**config.mk**
```make
export PLATFORM = sky130hd
export DESIGN_NAME = vna_norm
export DESIGN_NICKNAME = d
export VERILOG_FILES = /design/src/vna_pkg.sv /design/src/vna_norm.sv
export SDC_FILE = /design/constraint.sdc
export NUM_CORES = 2
export LEC_CHECK = 0
export BUFFER_PORTS_ARGS = -buffer_cell sky130_fd_sc_hd__buf_2
export CORE_MARGIN = 2
export CORE_UTILIZATION = 45
export CTS_BUF_LIST = sky130_fd_sc_hd__clkbuf_2 sky130_fd_sc_hd__clkbuf_4 sky130_fd_sc_hd__clkbuf_8
export CTS_CLUSTER_SIZE = 14
export DETAILED_ROUTE_END_ITERATION = 8
export HOLD_SLACK_MARGIN = 0.05
export PLACE_DENSITY = 0.7
export SYNTH_ARGS = -nofsm -noshare
export SYNTH_HDL_FRONTEND = slang
export SYNTH_SLANG_ARGS = --single-unit
```
**constraint.sdc**
```tcl
create_clock -name clk -period 10.88 [get_ports clk]
set_clock_uncertainty 0.05 [all_clocks]
set_input_delay 1.632 -clock clk [delete_from_list [all_inputs] [get_ports clk]]
set_output_delay 1.632 -clock clk [all_outputs]
set_load 0.02 [all_outputs]
```
**src/vna_pkg.sv**
```systemverilog
// ----------------------------------------------------------------------------
// vna_pkg: shared types and constants for the vertex normal accumulator
// Command codes, payload structs and widths used by all modules.
// ----------------------------------------------------------------------------
`default_nettype none
package vna_pkg;
  localparam int VERTEX_DEPTH = 1024;
  localparam int IDX_BITS     = $clog2(VERTEX_DEPTH);
  localparam int COORD_BITS   = 16;
  localparam int SUM_BITS     = 48;

  localparam logic [1:0] CMD_WRITE = 2'd0;
  localparam logic [1:0] CMD_TRI   = 2'd1;
  localparam logic [1:0] CMD_READ  = 2'd2;

  typedef struct packed {
    logic [1:0]         command;
    logic signed [15:0] pos_x;
    logic signed [15:0] pos_y;
    logic signed [15:0] pos_z;
    logic [9:0]         index_a;
    logic [9:0]         index_b;
    logic [9:0]         index_c;
  } vna_in_t;

  typedef struct packed {
    logic signed [15:0] normal_x;
    logic signed [15:0] normal_y;
    logic signed [15:0] normal_z;
    logic [9:0]         vertex_id;
    logic               zero_length;
  } vna_out_t;

  typedef logic signed [COORD_BITS-1:0] coord_t;
  typedef logic signed [SUM_BITS-1:0]   sum_t;

  // Saturating add of a face normal component into a running sum.
  function automatic sum_t sat_add(input sum_t s, input logic signed [35:0] f);
    logic signed [SUM_BITS:0] w;
    logic signed [SUM_BITS:0] hi;
    logic signed [SUM_BITS:0] lo;
    hi = (SUM_BITS+1)'({1'b0, {(SUM_BITS-1){1'b1}}});
    lo = -hi - (SUM_BITS+1)'(1);
    w  = (SUM_BITS+1)'(s) + (SUM_BITS+1)'(f);
    if (w > hi) return hi[SUM_BITS-1:0];
    if (w < lo) return lo[SUM_BITS-1:0];
    return w[SUM_BITS-1:0];
  endfunction
endpackage
`default_nettype wire

```
**src/vna_norm.sv**
```systemverilog
// ----------------------------------------------------------------------------
// vna_norm: normalizer for one accumulated sum
// Scales the magnitudes, forms the squared length, takes an integer square
// root bit by bit and divides each component by restoring division.
// ----------------------------------------------------------------------------
`default_nettype none
module vna_norm import vna_pkg::*; (
  input  wire logic     clk,
  input  wire logic     rst,
  input  wire logic     start,
  input  wire sum_t     sx,
  input  wire sum_t     sy,
  input  wire sum_t     sz,
  output logic          busy,
  output logic          done,
  output logic signed [15:0] nx,
  output logic signed [15:0] ny,
  output logic signed [15:0] nz,
  output logic          zero
);
  localparam logic [2:0] S_IDLE = 3'd0, S_TOP = 3'd1, S_SCALE = 3'd2,
                         S_SQ = 3'd3, S_ROOT = 3'd4, S_DIV = 3'd5;

  logic [2:0]  state;
  logic [SUM_BITS-1:0] a [3];
  logic [2:0]  neg;
  logic [5:0]  top;
  logic [1:0]  k;
  logic [63:0] m;
  logic [63:0] r;
  logic [63:0] bitv;
  logic [5:0]  cnt;
  logic [45:0] rem;
  logic [44:0] num;
  logic [15:0] q;
  // The root of three squares below 2^60 can reach 31 bits.
  logic [30:0] len;
  logic [15:0] res [3];

  logic [SUM_BITS-1:0] mx;
  logic [5:0]          top_c;
  logic [45:0]         rem_sh;

  always_comb begin
    mx = a[0];
    if (a[1] > mx) mx = a[1];
    if (a[2] > mx) mx = a[2];
    top_c = '0;
    for (int i = 0; i < SUM_BITS; i++) begin
      if (mx[i]) top_c = 6'(i);
    end
    rem_sh = {rem[44:0], num[44]};
  end

  assign busy = (state != S_IDLE);
  assign nx = res[0];
  assign ny = res[1];
  assign nz = res[2];

  always_ff @(posedge clk) begin
    done <= 1'b0;
    if (rst) begin
      state <= S_IDLE;
    end else begin
      case (state)
        S_IDLE: begin
          if (start) begin
            a[0] <= sx[SUM_BITS-1] ? SUM_BITS'(-sx) : SUM_BITS'(sx);
            a[1] <= sy[SUM_BITS-1] ? SUM_BITS'(-sy) : SUM_BITS'(sy);
            a[2] <= sz[SUM_BITS-1] ? SUM_BITS'(-sz) : SUM_BITS'(sz);
            neg <= {sz[SUM_BITS-1], sy[SUM_BITS-1], sx[SUM_BITS-1]};
            state <= S_TOP;
          end
        end
        S_TOP: begin
          if (mx == '0) begin
            zero <= 1'b1;
            res[0] <= '0; res[1] <= '0; res[2] <= '0;
            done <= 1'b1;
            state <= S_IDLE;
          end else begin
            zero <= 1'b0;
            top <= top_c;
            state <= S_SCALE;
          end
        end
        S_SCALE: begin
          for (int i = 0; i < 3; i++) begin
            if (top > 6'd29) a[i] <= a[i] >> (top - 6'd29);
            else a[i] <= a[i] << (6'd29 - top);
          end
          m <= '0;
          k <= '0;
          state <= S_SQ;
        end
        S_SQ: begin
          // One 30x30 square per cycle.
          m <= m + 64'(a[k][29:0] * a[k][29:0]);
          if (k == 2'd2) begin
            r <= '0;
            bitv <= 64'd1 << 62;
            state <= S_ROOT;
          end
          k <= k + 2'd1;
        end
        S_ROOT: begin
          if (bitv == '0) begin
            len <= r[30:0];
            k <= '0;
            num <= 45'(a[0][29:0]) * 45'd16384 + 45'(r[30:1]);
            rem <= '0;
            cnt <= '0;
            state <= S_DIV;
          end else begin
            if (m >= r + bitv) begin
              m <= m - (r + bitv);
              r <= (r >> 1) + bitv;
            end else begin
              r <= r >> 1;
            end
            bitv <= bitv >> 2;
          end
        end
        S_DIV: begin
          if (cnt == 6'd45) begin
            res[k] <= neg[k] ? 16'(-q) : q;
            if (k == 2'd2) begin
              done <= 1'b1;
              state <= S_IDLE;
            end else begin
              num <= 45'(a[k+2'd1][29:0]) * 45'd16384 + 45'(len[30:1]);
              rem <= '0;
              cnt <= '0;
            end
            k <= k + 2'd1;
          end else begin
            if (rem_sh >= 46'(len)) begin
              rem <= rem_sh - 46'(len);
              q <= {q[14:0], 1'b1};
            end else begin
              rem <= rem_sh;
              q <= {q[14:0], 1'b0};
            end
            num <= {num[43:0], 1'b0};
            cnt <= cnt + 6'd1;
          end
        end
        default: state <= S_IDLE;
      endcase
    end
  end
endmodule
`default_nettype wire

```
==> results.yml <==
clocking:
  clk_pin_slew_worst_paths_ps: 70
  htree_levels: 3
  clockRootBuffer: "clkbuf_8"
  cts.repair.resized: 0
  insertion_delay_ps: 910
  postCtsSetupBuffers: 0
  cts_sinks: 513
  cts_hold_buf: 0
  clk_path_buf_depth: 3
  numCtsBuffers: 97
  cts_tree: "built"
logic_synthesis:
  ys_warn_count: 0
  avgSynthCellArea_um2: 8.672
  syn-num-nets: 10928
  netlist_area_um2: 82170
  synthFlopType: "edfxtp_1"
  synth.distinct_cells: 88
  netlist.area_leader.share: 0.1854
  synth_area_leaders: "fa_1 19%, edfxtp_1 19%, ha_1 8.3%"
  synth_cells: 9475
  yosysTopAreaCell: "fa_1"
  async_flop_share: 0
  ys_seq_area_frac: 0.1867
  synth_edf_count: 507
  yosys_register_bits: 513
route:
  avgViaCountPerCell: 6.533
  drc: 0
  wire_per_inst_um: 28.75
  drt-initial-drc-count: 9836
  wl_met1_um: 126500
  ant_nets: 0
  route.met3.wl_um: 45040
  wirelength_um: 341300
  vias: 77570
  route.met2.wl_um: 144700
  drtPass1Iterations: 8
  highest_layer: "met5"
min_path:
  holdPathEnd: "q[1]"
  hold_path.class: "flip-flop to flip-flop"
  hold_depth: 0
  min_from: "q[0]"
timing:
  finalSetupViolations: 0
  rsz0062_at_grt: "false"
  finalSetupTns_ps: 0
  maxSlewViolCount: 7
  worst_slack_ps: 629.9
  layout_min_cycle_time_ps: 10250
  slew_headroom: -0.03060
  final-hold-violation-count: 0
  fmax_mhz: 97.56
  finalCritPeriodShare: 0.9421
  tightest_slew_ps: 1544
setup_path:
  cp_max_fo: 25
  critPathArrivalTime_ps: 10790
  r2r_cells: 28
  cp-start-kind: "flip-flop"
  crit_required_ps: 11420
  crit_slowest_cell: "dfxtp_2"
  cp_top_family: "adder cells"
  setup.worst_path.end_class: "flip-flop"
  rr_endpoint: "m[62]"
  path_buf_inv: 4
  path_class: "flip-flop to flip-flop"
  critPathMaxStageDelay_ps: 830
  cp_common_cell: "fa_1"
  r2r_slack_ps: 630
global_routing:
  grt.overflow.total: 0
  grt_first_pass_wirelength_um: 500400
  antenna_found_initial: 33
  first_global_vias: 76316
  grt_max_degree: 133
  grt.total_usage: 0.3598
floorplanning:
  die_w_um: 431.3
  ios: 198
  rows: 156
  core_um2: 181100
  die-area_um2: 186000
  fp.dieH_um: 431.3
  initial_utilization: 0.4536
outcome:
  violations: "max-capacitance violations, max-slew violations"
  status: "finished, violations left"
finish:
  fin_util: 0.4888
  areaGrowthSynthToFinish_pct: 7.754
  final_cell_mix: "1047 x nand2_1, 973 x nor2_1, 931 x inv_1"
  layout-drive-gt1-share: 0.1104
  nFillCells: 17218
  mostFrequentLayoutCell: "nand2_1"
  nNetsFinal: 10851
placement:
  dpl.hpwl_um: 256400
  dpl_worst_slack_ps: 806.0
  gp_congestion: 1.095
  portBuffers: 197
flow_run:
  drv_cap: 2
-- sequential cells by signal, summed over array words and instances, names as in the netlist, named ones only --
signal,flops
done,1
r,64
rem,45
m,64
q,16
neg,3
res,48
top,6
k,2
len,31
cnt,6
zero,1
num,45
state,3
a,144
bitv,32
-- worst max-delay path by stage --
| stage | from | to | slack (ps) | depth (start not counted) |
|---|---|---|---|---|
| floorplan | flip-flop | m[63] | 1800 | 33 |
| global placement | flip-flop | m[62] | 830 | 31 |
| detailed placement | flip-flop | m[63] | 810 | 28 |
| CTS | flip-flop | m[62] | 810 | 31 |
| global route | flip-flop | m[62] | 160 | 31 |
| finish | flip-flop | m[62] | 630 | 28 |
-- Yosys cell counts, types with 69 or more instances --
cell,count
nor2b_1,71
xor2_1,282
or2_2,82
edfxtp_1,507
nor3_1,96
o211ai_1,69
mux4_2,195
xnor2_1,169
fa_1,761
nand3_1,139
o22ai_1,166
a31oi_1,105
or3_1,96
o31ai_1,71
nand2_1,1051
a21oi_1,526
ha_1,545
buf_1,94
mux2i_1,306
a21o_1,138
o21ai_0,511
clkbuf_1,534
inv_1,934
nor2_1,981
a211oi_1,156
-- stage by stage --
step	instance area [µm²]	hold WS (ps)	std cells
2_1_floorplan	82170	383.4	9475
3_3_place_gp	86390	428.4	11668
3_5_place_dp	86390	426.2	11668
4_1_cts	88480	444.2	11850
5_1_grt	88500	461.5	11858
6_report	88540	449.5	11873
-- routing by layer --
metal  GRT usage  vias up
li1            -    33165
met1      0.4467    37966
met2      0.5334     5023
met3      0.1337     1380
met4      0.2118       36
met5    0.009107        -
-- area by class of cell --
class	count	area, µm²	share of cell area
Inverter	938	3527	0.03984
Tap cell	2370	2965	0.03349
Antenna cell	22	55.05	0.0006218
Clock buffer	116	1490	0.01683
Timing Repair Buffer	460	3060	0.03457
Clock inverter	66	598.1	0.006755
Sequential cell	513	15350	0.1734
Multi-Input combinational cell	7388	61500	0.6945
-- kinds of logic after synthesis --
group,Yosys count,synth area share
and+or+nand+nor,2867,0.1553
buffers and inverters,1574,0.07202
xor gates and xnor gates,451,0.04807
AOI/OAI and AO/OA,2229,0.1741
adders and majority gates,1306,0.2684
DFF,513,0.1867
muxes,535,0.09538
Power is not shown: default switching activity piles up to over one toggle a cycle in this logic, so the estimate is an artifact.
